## src/rtl/b64e_pkg.sv

```systemverilog
// Shared types, constants and character helpers of the base64 escape encoder.
package b64e_pkg;

  // Default depth of the group queue between front and back
  localparam int unsigned GroupQueueDepth = 2;

  // Characters used by the encoder
  localparam logic [7:0] CharPad     = 8'h3D; // '='
  localparam logic [7:0] CharPercent = 8'h25; // '%'
  localparam logic [7:0] CharPlus    = 8'h2B; // '+'
  localparam logic [7:0] CharSlash   = 8'h2F; // '/'
  localparam logic [7:0] CharUpperA  = 8'h41; // 'A'
  localparam logic [7:0] CharLowerA  = 8'h61; // 'a'
  localparam logic [7:0] CharZero    = 8'h30; // '0'

  // Position inside a percent escape
  typedef enum logic [1:0] {
    EscPercent = 2'd0,
    EscHigh    = 2'd1,
    EscLow     = 2'd2
  } b64e_esc_e;

  // One encoded group: four characters, chars[0] goes out first
  typedef struct packed {
    logic [3:0][7:0] chars;
  } b64e_group_t;

  // Queue handshake from the front to the queue
  typedef struct packed {
    logic        push;
    b64e_group_t group;
  } b64e_push_t;

  // Queue status and head toward the back
  typedef struct packed {
    logic        valid;
    b64e_group_t group;
  } b64e_head_t;

  // Standard base64 alphabet
  function automatic logic [7:0] b64e_sextet_char(input logic [5:0] v);
    logic [7:0] c;
    if (v < 6'd26) begin
      c = CharUpperA + {2'b00, v};
    end else if (v < 6'd52) begin
      c = CharLowerA + {2'b00, v} - 8'd26;
    end else if (v < 6'd62) begin
      c = CharZero + {2'b00, v} - 8'd52;
    end else if (v == 6'd62) begin
      c = CharPlus;
    end else begin
      c = CharSlash;
    end
    return c;
  endfunction

  // Uppercase hex digit
  function automatic logic [7:0] b64e_hex_char(input logic [3:0] n);
    logic [7:0] c;
    if (n < 4'd10) begin
      c = CharZero + {4'h0, n};
    end else begin
      c = CharUpperA + {4'h0, n} - 8'd10;
    end
    return c;
  endfunction

  // Letters, digits, '-', '_', '.' and '~' pass unescaped
  function automatic logic b64e_unreserved(input logic [7:0] c);
    logic r;
    r = ((c >= 8'h30) && (c <= 8'h39)) ||
        ((c >= 8'h41) && (c <= 8'h5A)) ||
        ((c >= 8'h61) && (c <= 8'h7A)) ||
        (c == 8'h2D) || (c == 8'h5F) || (c == 8'h2E) || (c == 8'h7E);
    return r;
  endfunction

endpackage

```

## src/rtl/base64_url_escape_encoder.sv

```systemverilog
// A group's first character passes the group queue, the current-group register and the output
// register before it is shown. The back end emits one character per cycle while output is not
// stalled and a group waits; a full group is 4 characters (3 bytes) plain and up to 12 escaped.
// Input is taken every cycle while the group queue has room, even while output stalls.
// Reset (rst_ni low, asynchronous) empties held bytes, queue and output; url_escape resets to 1.
// Top level of the streaming base64 encoder with optional percent-escaping.
module base64_url_escape_encoder import b64e_pkg::*; #(
  parameter int unsigned QueueDepth = GroupQueueDepth
) (
  input  logic       clk_i,
  input  logic       rst_ni,
  input  logic       in_valid_i,
  output logic       in_stall_o,
  input  logic [7:0] data_byte_i,
  input  logic       final_byte_i,
  output logic       out_valid_o,
  input  logic       out_stall_i,
  output logic [7:0] out_char_o,
  output logic       out_last_o,
  input  logic       cfg_valid_i,
  output logic       cfg_ready_o,
  input  logic       cfg_url_escape_i
);

  logic       url_escape_q;
  logic       full, pop, accept;
  b64e_push_t push;
  b64e_head_t head;

  // Config register, always writable
  assign cfg_ready_o = 1'b1;
  always_ff @(posedge clk_i or negedge rst_ni) begin
    if (!rst_ni) begin
      url_escape_q <= 1'b1;
    end else if (cfg_valid_i && cfg_ready_o) begin
      url_escape_q <= cfg_url_escape_i;
    end
  end

  // Hold off requests while the queue is full
  assign in_stall_o = full;
  assign accept     = in_valid_i && !in_stall_o;

  b64e_front u_front (
    .clk_i,
    .rst_ni,
    .accept_i     (accept),
    .data_byte_i,
    .final_byte_i,
    .push_o       (push)
  );

  b64e_queue #(.Depth(QueueDepth)) u_queue (
    .clk_i,
    .rst_ni,
    .push_i (push),
    .pop_i  (pop),
    .head_o (head),
    .full_o (full)
  );

  b64e_back u_back (
    .clk_i,
    .rst_ni,
    .url_escape_i (url_escape_q),
    .head_i       (head),
    .pop_o        (pop),
    .out_valid_o,
    .out_stall_i,
    .out_char_o,
    .out_last_o
  );

endmodule

```

## src/rtl/b64e_front.sv

```systemverilog
// Front end: accepts bytes, holds partial groups, builds four-character groups.
module b64e_front import b64e_pkg::*; (
  input  logic       clk_i,
  input  logic       rst_ni,
  input  logic       accept_i,
  input  logic [7:0] data_byte_i,
  input  logic       final_byte_i,
  output b64e_push_t push_o
);

  logic [15:0] held_q, held_d;
  logic [1:0]  cnt_q, cnt_d;
  logic [23:0] v;

  // Group assembly and padding
  always_comb begin
    held_d = held_q;
    cnt_d  = cnt_q;
    v      = '0;
    push_o = '0;
    if (accept_i) begin
      if (cnt_q == 2'd2) begin
        v      = {held_q, data_byte_i};
        push_o.push = 1'b1;
        for (int i = 0; i < 4; i++) begin
          push_o.group.chars[i] = b64e_sextet_char(v[23 - 6*i -: 6]);
        end
        held_d = '0;
        cnt_d  = 2'd0;
      end else begin
        if (cnt_q == 2'd0) begin
          held_d = {data_byte_i, 8'h00};
        end else begin
          held_d = {held_q[15:8], data_byte_i};
        end
        cnt_d = cnt_q + 2'd1;
        if (final_byte_i) begin
          v = {held_d, 8'h00};
          push_o.push = 1'b1;
          push_o.group.chars[0] = b64e_sextet_char(v[23:18]);
          push_o.group.chars[1] = b64e_sextet_char(v[17:12]);
          // one-byte tail gets two pads, two-byte tail one
          push_o.group.chars[2] = (cnt_q == 2'd0) ? CharPad : b64e_sextet_char(v[11:6]);
          push_o.group.chars[3] = CharPad;
          held_d = '0;
          cnt_d  = 2'd0;
        end
      end
    end
  end

  always_ff @(posedge clk_i or negedge rst_ni) begin
    if (!rst_ni) begin
      held_q <= '0;
      cnt_q  <= '0;
    end else begin
      held_q <= held_d;
      cnt_q  <= cnt_d;
    end
  end

endmodule

```

## src/rtl/b64e_queue.sv

```systemverilog
// Small group queue that decouples the front end from the character emitter.
module b64e_queue import b64e_pkg::*; #(
  parameter int unsigned Depth = GroupQueueDepth
) (
  input  logic       clk_i,
  input  logic       rst_ni,
  input  b64e_push_t push_i,
  input  logic       pop_i,
  output b64e_head_t head_o,
  output logic       full_o
);

  localparam int unsigned PtrW = (Depth > 1) ? $clog2(Depth) : 1;
  localparam int unsigned CntW = $clog2(Depth + 1);
  localparam logic [PtrW-1:0] LastPtr = PtrW'(Depth - 1);
  localparam logic [CntW-1:0] FullCnt = CntW'(Depth);

  b64e_group_t         mem_q [Depth];
  logic [PtrW-1:0]     wr_q, rd_q;
  logic [CntW-1:0]     cnt_q;
  logic                do_pop;

  assign do_pop        = pop_i && (cnt_q != '0);
  assign full_o        = (cnt_q == FullCnt);
  assign head_o.valid  = (cnt_q != '0);
  assign head_o.group  = mem_q[rd_q];

  // Storage
  always_ff @(posedge clk_i) begin
    if (push_i.push) begin
      mem_q[wr_q] <= push_i.group;
    end
  end

  // Pointers and fill count
  always_ff @(posedge clk_i or negedge rst_ni) begin
    if (!rst_ni) begin
      wr_q  <= '0;
      rd_q  <= '0;
      cnt_q <= '0;
    end else begin
      if (push_i.push) begin
        wr_q <= (wr_q == LastPtr) ? '0 : wr_q + PtrW'(1);
      end
      if (do_pop) begin
        rd_q <= (rd_q == LastPtr) ? '0 : rd_q + PtrW'(1);
      end
      if (push_i.push && !do_pop) begin
        cnt_q <= cnt_q + CntW'(1);
      end else if (!push_i.push && do_pop) begin
        cnt_q <= cnt_q - CntW'(1);
      end
    end
  end

endmodule

```

## src/rtl/b64e_back.sv

```systemverilog
// Back end: walks each group character by character, percent-escapes when URL escaping is on, registers output.
module b64e_back import b64e_pkg::*; (
  input  logic       clk_i,
  input  logic       rst_ni,
  input  logic       url_escape_i,
  input  b64e_head_t head_i,
  output logic       pop_o,
  output logic       out_valid_o,
  input  logic       out_stall_i,
  output logic [7:0] out_char_o,
  output logic       out_last_o
);

  b64e_group_t cur_q, cur_d;
  logic        cur_valid_q, cur_valid_d;
  logic [1:0]  idx_q, idx_d;
  b64e_esc_e   esc_q, esc_d;
  logic        out_valid_q, out_valid_d;
  logic [7:0]  out_char_q, out_char_d;
  logic        out_last_q, out_last_d;

  logic [7:0]  ch;
  logic        escape, char_done, grp_done, advance, emit;

  // Character walk and escape sequencing
  always_comb begin
    ch        = cur_q.chars[idx_q];
    escape    = url_escape_i && !b64e_unreserved(ch);
    char_done = !escape || (esc_q == EscLow);
    grp_done  = char_done && (idx_q == 2'd3);
    advance   = !out_valid_q || !out_stall_i;
    emit      = cur_valid_q && advance;

    cur_d       = cur_q;
    cur_valid_d = cur_valid_q;
    idx_d       = idx_q;
    esc_d       = esc_q;
    out_valid_d = out_valid_q;
    out_char_d  = out_char_q;
    out_last_d  = out_last_q;
    pop_o       = 1'b0;

    if (advance) begin
      out_valid_d = cur_valid_q;
      out_last_d  = grp_done;
      if (!escape) begin
        out_char_d = ch;
      end else begin
        unique case (esc_q)
          EscPercent: out_char_d = CharPercent;
          EscHigh:    out_char_d = b64e_hex_char(ch[7:4]);
          EscLow:     out_char_d = b64e_hex_char(ch[3:0]);
          default:    out_char_d = CharPercent;
        endcase
      end
    end

    if (emit) begin
      if (char_done) begin
        esc_d = EscPercent;
        idx_d = idx_q + 2'd1;
      end else begin
        esc_d = (esc_q == EscPercent) ? EscHigh : EscLow;
      end
      if (grp_done) begin
        cur_valid_d = 1'b0;
      end
    end

    // Take the next group as soon as the current one finishes
    if (head_i.valid && (!cur_valid_q || (emit && grp_done))) begin
      pop_o       = 1'b1;
      cur_d       = head_i.group;
      cur_valid_d = 1'b1;
      idx_d       = 2'd0;
      esc_d       = EscPercent;
    end
  end

  always_ff @(posedge clk_i) begin
    cur_q      <= cur_d;
    out_char_q <= out_char_d;
    out_last_q <= out_last_d;
  end

  always_ff @(posedge clk_i or negedge rst_ni) begin
    if (!rst_ni) begin
      cur_valid_q <= 1'b0;
      idx_q       <= '0;
      esc_q       <= EscPercent;
      out_valid_q <= 1'b0;
    end else begin
      cur_valid_q <= cur_valid_d;
      idx_q       <= idx_d;
      esc_q       <= esc_d;
      out_valid_q <= out_valid_d;
    end
  end

  assign out_valid_o = out_valid_q;
  assign out_char_o  = out_char_q;
  assign out_last_o  = out_last_q;

endmodule

```

## config.mk

```make
export PLATFORM = sky130hd
export DESIGN_NAME = base64_url_escape_encoder
export DESIGN_NICKNAME = d
export VERILOG_FILES = /design/src/rtl/b64e_pkg.sv /design/src/rtl/base64_url_escape_encoder.sv /design/src/rtl/b64e_front.sv /design/src/rtl/b64e_queue.sv /design/src/rtl/b64e_back.sv
export SDC_FILE = /design/constraint.sdc
export NUM_CORES = 1
export LEC_CHECK = 0
export ABC_AREA = 1
export ABC_CLOCK_PERIOD_IN_PS = 6840
export BUFFER_PORTS_ARGS = -buffer_cell sky130_fd_sc_hd__buf_2
export CELL_PAD_IN_SITES_DETAIL_PLACEMENT = 1
export CELL_PAD_IN_SITES_GLOBAL_PLACEMENT = 2
export CORE_ASPECT_RATIO = 1.2
export CORE_UTILIZATION = 40
export DETAILED_ROUTE_END_ITERATION = 10
export GPL_TIMING_DRIVEN = 0
export PLACE_DENSITY = 0.91
export SLEW_MARGIN = 20
export SYNTH_ARGS = -nofsm -noshare
export SYNTH_HDL_FRONTEND = slang
export SYNTH_SLANG_ARGS = --single-unit
```

## constraint.sdc

```tcl
create_clock -name clk_i -period 6.84 [get_ports clk_i]
set_clock_uncertainty 0.1 [all_clocks]
set_input_delay 1.026 -clock clk_i [delete_from_list [all_inputs] [get_ports clk_i]]
set_output_delay 1.026 -clock clk_i [all_outputs]
set_load 0.05 [all_outputs]
```

## Yosys cells after proc, flatten, opt, wreduce, memory -nomap -nowiden

Memories as Yosys holds them, arrays and structs flattened. A register that Yosys moved wholly into a read port is not among the register bits.
Index checks and enable logic that the tools add are counted.
W data, S select, Z words.

| word-level totals | value |
|---|---|
| register bits | 38 |
| memory bits (writable) | 64 |
| input bits | 15 |
| output and inout port bits | 12 |
| word-level logic and storage cells | 204 |
| memories kept | 1 |

| operators by class | value |
|---|---|
| add/sub/neg operators | 47 |
| magnitude comparators | 30 |
| equality and inequality tests | 15 |
| mux-type cells | 61 |
| reduce and logical (&&, ||, !) cells | 38 |

Memory list:

| memory | depth | bits a word | read ports | clocked after memory_dff | wr ports | RTL line | source |
|---|---|---|---|---|---|---|---|
| u_queue.mem_q | 2 | 32 | 1 | 1 | 1 | b64e_queue.sv:18 | `b64e_group_t mem_q [Depth];` |

Operators by type and width:

| cell | count |
|---|---|
| $mux W8 | 26 |
| $add A7 B6 Y8 const A | 14 |
| $mux W33 | 3 |
| $lt A6 B6 Y1 const B | 14 |
| $mux W16 | 5 |
| $sub A8 B5 Y8 const B | 7 |
| $sub A8 B6 Y8 const B | 7 |
| $add A6 B6 Y7 const A | 7 |
| $lt A6 B5 Y1 const B | 7 |
| $eq A6 B6 Y1 const B | 6 |
| $mux W2 | 11 |
| $mux W3 | 6 |
| $add A7 B4 Y8 const A | 2 |
| $bmux W8 S2 | 1 |
| $eq A8 B6 Y1 const B | 2 |
| $eq A8 B7 Y1 const B | 2 |
| $ge A8 B7 Y1 const B | 2 |
| $le A8 B7 Y1 const B | 2 |
| $pmux W8 S2 | 1 |
| $sub A8 B4 Y8 const B | 2 |
| $add A6 B4 Y7 const A | 2 |
| $logic_and A1 B1 Y1 | 12 |
| $reduce_bool A2 Y1 | 5 |
| $logic_or A1 B1 Y1 | 9 |
| 13 further kinds | 36 |

## Logic depth before layout (Yosys ltp)

Gate-level depths: netlist (run 1).

| depth | value |
|---|---|
| word-level depth | 23 |
| gate-level depth with buffers | 23 |

## Cells and area by module

A second synthesis (run 1) with hierarchy kept.

| second synthesis, totals | value |
|---|---|
| cell total of the unflattened synthesis | 1,086 |
| area, all modules | 8,858.5 um^2 |

Modules (own cells, without submodules):

| module | instances | cells each | area each (um^2) |
|---|---|---|---|
| b64e_front | 1 | 591 | 3,475.8 |
| b64e_back | 1 | 291 | 2,686.3 |
| b64e_queue | 1 | 195 | 2,636.3 |
| base64_url_escape_encoder | 1 | 9 | 60.1 |

## Least setup slack after synthesis (run 1)

No wires, ideal clock.

| timing path | value |
|---|---|
| path kind | input-to-reg |
| start | input final_byte_i |
| end | memory u_queue.mem_q[1][0] (netlist name) (enable) |
| setup time | 421 ps |
| arrival | 3,393 ps |
| data required time | 6,319 ps |
| slack | 2,926 ps |
| stages | 7 |
| buffers on the path | 1 |
| path through | clkbuf_1 clkinv_1 nor2_1 inv_1 nand2_1 inv_2 nor2_1 |

RTL lines:

| item | RTL line | source |
|---|---|---|
| start: declaration | base64_url_escape_encoder.sv:15 | `input logic final_byte_i,` |
| end: declaration | b64e_queue.sv:18 |  |

==> results of run 1 <==
[synth_stat cells, types with 12 or more instances]
cell type	number
a21oi_1	78
a31oi_1	12
clkbuf_1	17
dfrtp_1	28
edfxtp_1	105
ha_1	80
inv_1	132
nand2_1	293
nand2_2	13
nand3_1	58
nor2_1	74
nor3_1	19
o211ai_1	17
o21ai_0	66
o21ai_1	12
o22ai_1	19
xor2_1	24
[final timing paths]
| check | startpoint | end | slack, ps | cells after the start |
|---|---|---|---|---|
| min in group asynchronous | rst_ni | u_front.held_q[12]$_DFFE_PN0P_ | 590 | 1 |
| worst max register to register | u_front.cnt_q[0]$_DFFE_PN0P_ | u_queue.mem_q[1][4]$_DFFE_PP_ | 2820 | 13 |
| worst min-delay path | url_escape_q$_DFFE_PN1P_ | url_escape_q$_DFFE_PN1P_ | 400 | 2 |
| worst min register to register | url_escape_q$_DFFE_PN1P_ | url_escape_q$_DFFE_PN1P_ | 400 | 2 |
| max in group asynchronous | rst_ni | u_front.held_q[3]$_DFFE_PN0P_ | 5520 | 1 |
| worst max-delay path | u_front.cnt_q[0]$_DFFE_PN0P_ | u_queue.mem_q[1][4]$_DFFE_PP_ | 2820 | 13 |
[layer usage]
layer / track usage, % / routed length (um) / vias to the layer above
li1: - / - / 3982
met1: 26.9 / 11200 / 3972
met2: 45.5 / 14700 / 157
met3: 3.47 / 761 / 57
met4: 12.0 / 1160 / 0
met5: 0 / 0 / -
[logic make-up (layout without fill, tap and decap cells)]
group / Yosys count / count (layout) / share of synthesized area [%]
AOI/OAI and AO/OA: 245 / 245 / 15.5
xor gates and xnor gates: 29 / 29 / 2.72
adders and majority gates: 80 / 80 / 10.7
buffers and inverters: 174 / 232 / 7.54
DFF: 134 / 134 / 41.6
other: 1 / 1 / 0.0402
and+or+nand+nor: 482 / 482 / 21.8
[per-stage QoR]
step	cell area [sq um]	hold slack, ps	utilization, %	power, mW	setup WS, ps
2_1_floorplan	9320	360	-	3.24	2930
3_3_place_gp	9830	382	43.4	3.93	1290
3_5_place_dp	9890	396	43.6	4.03	2740
4_1_cts	10400	404	46.1	4.92	2890
5_1_grt	10500	431	46.1	5.29	2550
6_report	10500	402	46.1	4.90	2820
[cell usage in the layout, fill, tap and decap left out, types with 19 or more instances in the layout]
| cell | n |
|---|---|
| nand2_1 | 293 |
| inv_1 | 131 |
| edfxtp_1 | 105 |
| ha_1 | 80 |
| a21oi_1 | 78 |
| nor2_1 | 72 |
| o21ai_0 | 66 |
| nand3_1 | 58 |
| dfrtp_1 | 28 |
| buf_2 | 27 |
| xor2_1 | 24 |
| nor3_1 | 19 |
| o22ai_1 | 19 |
[critical path, cell delays in order, from the launching register on]
cell and delay [ps]:
dfrtp_1 370, inv_1 70, ha_1 190, buf_2 180, o21ai_0 650, inv_1 280
ha_1 280, nor2_1 440, inv_1 200, nand2_1 150, nand3_1 90, o211ai_1 120
o311ai_0 220, o21ai_0 430
[flip-flops by register name, summed over array words and instances, names as in the netlist, 2 cells and up]
signal and flops:
u_back.out_char_o 8, u_back.cur_q 32, u_queue.cnt_q 2, u_queue.mem_q 64, u_back.esc_q 2, u_front.cnt_q 2
u_front.held_q 16, u_back.idx_q 2
[power by group through the flow]
stage | registers, mW | logic (mW) | clock network [mW]
global placement | 1.35 | 2.58 | 0
floorplan | 1.42 | 1.82 | 0
detailed placement | 1.36 | 2.67 | 0
CTS | 1.34 | 2.70 | 0.882
global route | 1.36 | 3.01 | 0.914
finish | 1.34 | 2.69 | 0.868
[layout make-up]
class | instances | area share, %
Buffer | 28 | 1.44
Timing Repair Buffer | 26 | 1.53
Inverter | 146 | 5.29
Tap cell | 310 | 3.71
Clock inverter | 15 | 1.30
Clock buffer | 17 | 4.07
Sequential cell | 134 | 37.1
Multi-Input combinational cell | 837 | 45.5
==> impl_metrics.csv, run 1 <==
group,metric,value,unit
status,result_of_the_run,"finished, final reports clean",
pwr,power.share.clock,17.7,%
clocking,cts_inserted_buffers,17,
logic_synthesis,yosys_warns,0,
die,design.core.area,0.0227,sq mm
pwr,switching_share_of_total_power,49.4,%
setup_path,type_of_element_capturing_the_critical_path,"flip-flop",
grt,grt_start_max_net_pins,33,
route,wire_per_inst,18.4,um
logic_synthesis,netlist_area_before_placement,0.00932,sq mm
logic_synthesis,ys_dominant_reg_cell,"edfxtp_1",
logic_synthesis,synth.net_count,1240,
clocking,holdBufCountCts,0,
route,dr_total_vias,8168,
logic_synthesis,synth_area_leader_cell,"edfxtp_1",
logic_synthesis,synth_area_leaders,"edfxtp_1 (34%), nand2_1 (12%), ha_1 (11%), dfrtp_1 (7.5%), inv_1 (5.3%)",
setup_path,worstPathArrival,4100,ps
pwr,peakVddDrop,0.163,mV
sta,unrepaired_setup_endpoints_after_global_routing,"no",
logic_synthesis,avgSynthCellArea,8.14,sq um
logic_synthesis,synthDominantCellAreaShare,33.8,%
die,placement_rows,60,
clocking,tritoncts_num_sinks,134,
setup_path,crit_type,"flip-flop to flip-flop",
sta,final_period_utilization,58.7,%
route,number_of_detailed_route_iterations_in_the_first_pass,4,
cells_and_area,nFillCells,2779,
logic_synthesis,ys_types,52,
sta,finalSetupViolCount,0,
clocking,postCtsSetupRepairBufs,0,
run,cap_violations,0,
grt,global_route.overflow_total,0,
clocking,clk_path_buf_depth,2,
placement,numPlacedInstances,1481,
clocking,clkLatencyLatePin,430,ps
route,drt_wl_total,27.8,mm
die,floorplan.initialDensity,41.1,%
grt,grt_antenna_before_repair,0,
route,route.antenna.remaining_nets,0,
worst_hold_path,min-delay-path-class,"flip-flop to flip-flop",
route,vias_per_cell,5.40,
sta,timing.setup.tns,0,ps
sta,tightest_slew,882,ps
pwr,internal_power,2.48,mW
logic_synthesis,post_synth_edffs,105,
die,die_area,0.0239,sq mm
grt,first_pass_grt_wire_length,44.9,mm
setup_path,timing.critical_path.from_type,"flip-flop",
cells_and_area,finalNetCount,1285,
cells_and_area,area_growth_syn_to_layout,12.1,%
die,floorplan.io_pins,27,
setup_path,cp.required,6930,ps
placement,detailed_place_hpwl,21.5,mm
logic_synthesis,seq_area_frac_synth,41.6,%
die,die_w,141,um
clocking,root_buffer,"clkbuf_16",
logic_synthesis,netlist_instances,1145,
cells_and_area,insertedDiodeCount,0,
setup_path,path_max_fanout,9,
route,drc_errors,0,
sta,final_hold_viol_count,0,
grt,vias_in_the_first_global_route,8509,
sta,timing.final.max_slew_violations,0,
cells_and_area,drive_above_1_share,8.98,%
cells_and_area,final-instance-count-excl-fill,1513,
clocking,h-tree-depth,4,
clocking,clk_pin_slew_worst_paths,60,ps
die,dieHeight,169,um
logic_synthesis,async_flop_share,21.6,%
logic_synthesis,synth-seq-cells,134,
pwr,leakage_power,4.52,nW
placement,gp_routability_congestion,0.922,
placement,portBuffers,24,
grt,gr-usage-all-layers,24.4,%
sta,slew-limit-headroom,40.9,%
cells_and_area,seq_area,0.00388,sq mm
pwr,pwr-share-comb,55.0,%
sta,period_minus_slack,4020,ps
pwr,seqPwrFrac,27.3,%
clocking,tritoncts_clock_tree,"done",
route,drt-initial-drc-count,322,
pwr,power.switching,2.42,mW
sta,max_clock_freq,249,MHz
cells_and_area,multi_input_comb_area,0.00476,sq mm
pwr,power.density,469,mW/mm^2
clocking,postCtsResizedCells,0,
(Power assumes the default switching activity.)
==> run 2, diff against run 1 <==
--- a/config.mk
+++ b/config.mk
@@ -6,15 +6,15 @@
 export NUM_CORES = 1
 export LEC_CHECK = 0
 export ABC_AREA = 1
-export ABC_CLOCK_PERIOD_IN_PS = 6840
+export ABC_CLOCK_PERIOD_IN_PS = 3600
 export BUFFER_PORTS_ARGS = -buffer_cell sky130_fd_sc_hd__buf_2
 export CELL_PAD_IN_SITES_DETAIL_PLACEMENT = 1
 export CELL_PAD_IN_SITES_GLOBAL_PLACEMENT = 2
 export CORE_ASPECT_RATIO = 1.2
-export CORE_UTILIZATION = 40
+export CORE_UTILIZATION = 35
 export DETAILED_ROUTE_END_ITERATION = 10
 export GPL_TIMING_DRIVEN = 0
-export PLACE_DENSITY = 0.91
+export PLACE_DENSITY = 0.85
 export SLEW_MARGIN = 20
 export SYNTH_ARGS = -nofsm -noshare
 export SYNTH_HDL_FRONTEND = slang
==> constraint.sdc (replaced) <==
create_clock -name clk_i -period 3.6 [get_ports clk_i]
set_clock_uncertainty 0.1 [all_clocks]
set_input_delay 0.54 -clock clk_i [delete_from_list [all_inputs] [get_ports clk_i]]
set_output_delay 0.54 -clock clk_i [all_outputs]
set_load 0.05 [all_outputs]
==> impl_metrics.csv, run 2 (synthesis results as in run 1) <==
group,metric,value,unit
status,result_of_the_run,"finished, final reports clean",
setup_path,critical-path-top-cell-by-count,"inv_1",
cells_and_area,insertedDiodeCount,0,
setup_path,path_buf_inv,6,
sta,finalSetupViolCount,0,
grt,grt_start_max_net_pins,33,
worst_hold_path,min-delay-path-class,"input port to asynchronous set/reset pin",
sta,period_minus_slack,3370,ps
setup_path,path_max_fanout,10,
setup_path,type_of_element_capturing_the_critical_path,"flip-flop",
setup_path,slowest_delay,390,ps
die,die_area,0.0273,sq mm
setup_path,worstPathArrival,3550,ps
setup_path,critical_path.top_delay_family,"buffers and inverters",
route,number_of_detailed_route_iterations_in_the_first_pass,5,
setup_path,timing.critical_path.from_type,"flip-flop",
clocking,h-tree-depth,4,
die,dieHeight,181,um
placement,postPlaceCellArea,0.00994,sq mm
clocking,cts_inserted_buffers,17,
route,drt-initial-drc-count,356,
placement,portBuffers,24,
route,vias_per_cell,5.22,
grt,gr-usage-all-layers,21.3,%
setup_path,r2r_worst_path_depth,14,
placement,detailed_place_hpwl,21.6,mm
sta,slew-limit-headroom,39.6,%
die,die_w,151,um
cells_and_area,finalNetCount,1287,
clocking,root_buffer,"clkbuf_16",
grt,grt_use_met3,3.08,%
pwr,peakVddDrop,0.338,mV
clocking,tritoncts_clock_tree,"done",
pwr,leakage_power,4.54,nW
die,floorplan.initialDensity,35.5,%
cells_and_area,drive_above_1_share,9.54,%
pwr,total_design_power,9.40,mW
cells_and_area,largest_register_ff_count,64,
die,design.core.area,0.0263,sq mm
route,route.antenna.remaining_nets,0,
clocking,tritoncts_num_sinks,134,
die,placement_rows,65,
grt,globalRouteMet2Util,39.8,%
grt,first_pass_grt_wire_length,44.8,mm
cells_and_area,layout.cells.most_common,"nand2_1",
route,drt_wl_total,27.5,mm
sta,final_period_utilization,93.7,%
grt,top_usage_layer,"met2",
cells_and_area,top_regs,"u_queue.mem_q: 64 flops, u_back.cur_q: 32 flops, u_front.held_q: 16 flops",
clocking,clkLatencyLatePin,420,ps
setup_path,critical_path_cell_count,14,
route,drc_errors,0,
setup_path,slowest_stage,"o21ai_0",
run,cap_violations,0,
sta,max_clock_freq,296,MHz
placement,gp_routability_congestion,0.903,
cells_and_area,layout_common_cells,"nand2_1 (292), inv_1 (130), edfxtp_1 (105)",
cells_and_area,top_register,"u_queue.mem_q",
route,dr_total_vias,8036,
route,wire_per_inst,17.9,um
setup_path,path_cells,"inv_1 -> ha_1 -> buf_2 -> buf_2 -> nor2_2 -> inv_1 -> ha_1 -> nor2_2 -> inv_1 -> nor2_1 -> o21ai_0 -> o21ai_0 -> nand2_1 -> inv_1",
sta,timing.final.max_slew_violations,0,
cells_and_area,finish.utilization,40.2,%
sta,final_hold_viol_count,0,
grt,gr-usage-met1,24.6,%
grt,grt_antenna_before_repair,0,
grt,vias_in_the_first_global_route,8452,
setup_path,crit_type,"flip-flop to flip-flop",
cells_and_area,area_growth_syn_to_layout,13.3,%
clocking,clk_path_buf_depth,2,
setup_path,cp.required,3780,ps
pwr,power.density,890,mW/mm^2
clocking,clk_pin_slew_worst_paths,70,ps
die,floorplan.io_pins,27,
grt,global_route.overflow_total,0,
sta,fin_hold_ws,117,ps
cells_and_area,post_route_cell_area,0.0106,sq mm
sta,tightest_slew,902,ps
## run 2: timing repair
item,CTS,global route
endpoints found under the setup margin,6,51
setup buffers,0,2
gates cloned,0,0
hold buffers,0,0
gates resized for setup,4,10
pin swaps,0,1
hold endpoints to repair,0,0
## run 2: final cells by class
| cell class | instances | area [sq um] |
|---|---|---|
| buffer | 28 | 150 |
| clock buffer | 18 | 429 |
| clock inverter | 14 | 149 |
| fill | 3216 | 15700 |
| inverter | 146 | 556 |
| multi-input combinational | 837 | 4790 |
| sequential | 134 | 3880 |
| tap | 335 | 419 |
| timing repair buffer | 28 | 190 |
## run 2: metrics by stage
| stage | setup TNS [ps] | cells | setup slack (ps) |
|---|---|---|---|
| after floorplan | 0 | 1145 | 172 |
| after global placement | -112020 | 1504 | -1620 |
| after detailed placement | -1590 | 1506 | -222 |
| after CTS | 0 | 1538 | 3.04 |
| after global routing | -0.0253 | 1540 | -0.0253 |
| final | 0 | 1540 | 227 |
## run 2: layer usage
| layer | part of all wire (%) | vias up |
|---|---|---|
| met5 | 0 | - |
| met4 | 2.0 | 0 |
| met3 | 2.3 | 33 |
| met2 | 54 | 113 |
| met1 | 42 | 3908 |
| li1 | - | 3982 |
## run 2: power by group
part           internal [mW]  switching, mW
registers               2.30          0.236
clock network           1.03          0.688
logic                   1.55           3.61
total                   4.87           4.53
## run 2: final timing paths
path                       slack (ps)                            from                            end
max                               230    u_front.cnt_q[0]$_DFFE_PN0P_  u_queue.mem_q[1][8]$_DFFE_PP_
max in group asynchronous        2750                          rst_ni       u_queue.rd_q$_DFFE_PN0P_
max reg2reg                       230    u_front.cnt_q[0]$_DFFE_PN0P_  u_queue.mem_q[1][8]$_DFFE_PP_
min in group clk_i                220                     cfg_valid_i       url_escape_q$_DFFE_PN1P_
min                               120                          rst_ni   u_front.cnt_q[0]$_DFFE_PN0P_
min reg2reg                       410  u_queue.mem_q[0][15]$_DFFE_PP_     u_back.cur_q[15]$_DFFE_PP_
==> run 3, diff against run 2 <==
--- a/config.mk
+++ b/config.mk
@@ -15,6 +15,7 @@
 export DETAILED_ROUTE_END_ITERATION = 10
 export GPL_TIMING_DRIVEN = 0
 export PLACE_DENSITY = 0.85
+export RECOVER_POWER = 25
 export SLEW_MARGIN = 20
 export SYNTH_ARGS = -nofsm -noshare
 export SYNTH_HDL_FRONTEND = slang
==> impl_metrics.csv, run 3 (synthesis results as in run 1) <==
group,metric,value,unit
cells_and_area,nFillCells,3224,
placement,portBuffers,24,
die,floorplan.initialDensity,35.5,%
cells_and_area,post_route_cell_area,0.0105,sq mm
route,wire_per_inst,17.9,um
route,route.antenna.remaining_nets,0,
clocking,clkLatencyLatePin,420,ps
worst_hold_path,hold_path_startpoint,"cfg_valid_i",
worst_hold_path,min-delay-path-class,"input port to flip-flop",
grt,global_route.overflow_total,0,
die,die_area,0.0273,sq mm
cells_and_area,area_growth_syn_to_layout,13.1,%
status,failed_checks,"capacitance limit, slew limit",
setup_path,r2r_worst_path_depth,14,
route,vias_per_cell,5.22,
setup_path,path_max_fanout,10,
cells_and_area,seq_area,0.00388,sq mm
sta,finalSetupViolCount,0,
cells_and_area,finalNetCount,1287,
setup_path,worstPathArrival,3550,ps
clocking,cts_inserted_buffers,17,
status,result_of_the_run,"complete, but fails checks",
sta,fin_hold_ws,220,ps
setup_path,cp.required,3780,ps
placement,gp_routability_congestion,0.903,
setup_path,timing.critical_path.from_type,"flip-flop",
placement,postPlaceCellArea,0.00994,sq mm
clocking,clk_path_buf_depth,2,
worst_hold_path,worst_hold_path.endpoint,"url_escape_q$_DFFE_PN1P_",
die,design.core.area,0.0263,sq mm
clocking,h-tree-depth,4,
cells_and_area,top_register,"u_queue.mem_q",
sta,slew-limit-headroom,-33.0,%
route,drc_errors,0,
pwr,total_design_power,9.39,mW
grt,grt_antenna_before_repair,0,
worst_hold_path,hold_path_cells,2,
setup_path,setup.reg_to_reg.worst_slack,230,ps
die,die_w,151,um
setup_path,critical_path.top_delay_family,"buffers and inverters",
placement,detailed_place_hpwl,21.6,mm
cells_and_area,largest_register_ff_count,64,
cells_and_area,finish.utilization,40.1,%
setup_path,slowest_stage,"o21ai_0",
setup_path,critical-path-top-cell-by-count,"inv_1",
pwr,peakVddDrop,0.338,mV
route,number_of_detailed_route_iterations_in_the_first_pass,5,
die,dieHeight,181,um
clocking,clk_pin_slew_worst_paths,70,ps
route,drt_wl_total,27.6,mm
cells_and_area,multi_input_comb_area,0.00479,sq mm
setup_path,path_buf_inv,6,
cells_and_area,layout_common_cells,"nand2_1 (292), inv_1 (130), edfxtp_1 (105)",
die,placement_rows,65,
cells_and_area,insertedDiodeCount,0,
grt,gr-usage-all-layers,21.3,%
clocking,tritoncts_clock_tree,"done",
sta,final_period_utilization,93.7,%
grt,first_pass_grt_wire_length,44.8,mm
setup_path,crit_type,"flip-flop to flip-flop",
clocking,tritoncts_num_sinks,134,
setup_path,path_cells,"inv_1 -> ha_1 -> buf_2 -> buf_2 -> nor2_2 -> inv_1 -> ha_1 -> nor2_2 -> inv_1 -> nor2_1 -> o21ai_0 -> o21ai_0 -> nand2_1 -> inv_1",
clocking,holdBufCountCts,0,
sta,timing.final.max_slew_violations,30,
cells_and_area,top_regs,"u_queue.mem_q: 64 flops, u_back.cur_q: 32 flops, u_front.held_q: 16 flops",
cells_and_area,drive_above_1_share,8.63,%
pwr,power.density,890,mW/mm^2
run,cap_violations,1,
clocking,root_buffer,"clkbuf_16",
sta,final_hold_viol_count,0,
die,floorplan.io_pins,27,
cells_and_area,layout.cells.most_common,"nand2_1",
grt,grt_start_max_net_pins,33,
setup_path,type_of_element_capturing_the_critical_path,"flip-flop",
pwr,leakage_power,4.51,nW
grt,vias_in_the_first_global_route,8452,
setup_path,worstReg2RegStart,"u_front.cnt_q[0]$_DFFE_PN0P_",
sta,tightest_slew,1990,ps
route,dr_total_vias,8042,
route,drt-initial-drc-count,352,
sta,period_minus_slack,3370,ps
setup_path,slowest_delay,390,ps
sta,max_clock_freq,296,MHz
setup_path,rr_endpoint,"u_queue.mem_q[1][8]$_DFFE_PP_",
-- run 3: report_power, final --
part / switching [mW] / internal (mW) / total, mW
combinational: 3.61 / 1.53 / 5.14
sequential: 0.238 / 2.30 / 2.53
clock: 0.688 / 1.03 / 1.71
total: 4.53 / 4.85 / 9.39
-- run 3: worst max-delay path by stage --
stage,from,endpoint,slack (ps),cells past startpoint
2_1_floorplan,final_byte_i,u_queue.mem_q[1][0]$_DFFE_PP_,170,7
3_3_place_gp,in_valid_i,u_queue.mem_q[0][5]$_DFFE_PP_,-1620,7
3_5_place_dp,u_front.cnt_q[0]$_DFFE_PN0P_,u_queue.mem_q[0][6]$_DFFE_PP_,-220,13
4_1_cts,u_front.cnt_q[0]$_DFFE_PN0P_,u_queue.mem_q[1][8]$_DFFE_PP_,3,14
5_1_grt,u_back.idx_q[0]$_DFFE_PN0P_,u_queue.cnt_q[1]$_DFFE_PN0P_,-0.03,23
6_report,u_front.cnt_q[0]$_DFFE_PN0P_,u_queue.mem_q[1][8]$_DFFE_PP_,230,14
-- run 3: routing by layer --
metal  vias to the layer above  share of wire (%)  global-route usage [%]
met4                         0                2.0                    6.32
met2                       117                 54                    39.8
met1                      3910                 42                    24.6
met5                         -                  0                       0
met3                        33                2.3                    3.08
li1                       3982                  -                       -
-- run 3: what timing repair did --
action                     CTS  global route
setup buffers                0             2
gates resized for setup      4            10
setup endpoints to repair    6            51
pin swaps                    0             1
-- run 3: per-stage QoR --
step	instances	TNS [ps]	worst slack, ps
floorplan	1145	0	172
finish	1540	0	227
global route	1540	-0.0253	-0.0253
detailed placement	1506	-1590	-222
CTS	1538	0	3.04
global placement	1504	-112020	-1620
-- run 3: layout make-up --
class / count / area share, %
multi-input combinational: 837 / 45.4
sequential: 134 / 36.8
inverter: 146 / 5.27
clock buffer: 18 / 4.07
tap: 335 / 3.97
timing repair buffer: 28 / 1.67
buffer: 28 / 1.42
clock inverter: 14 / 1.41
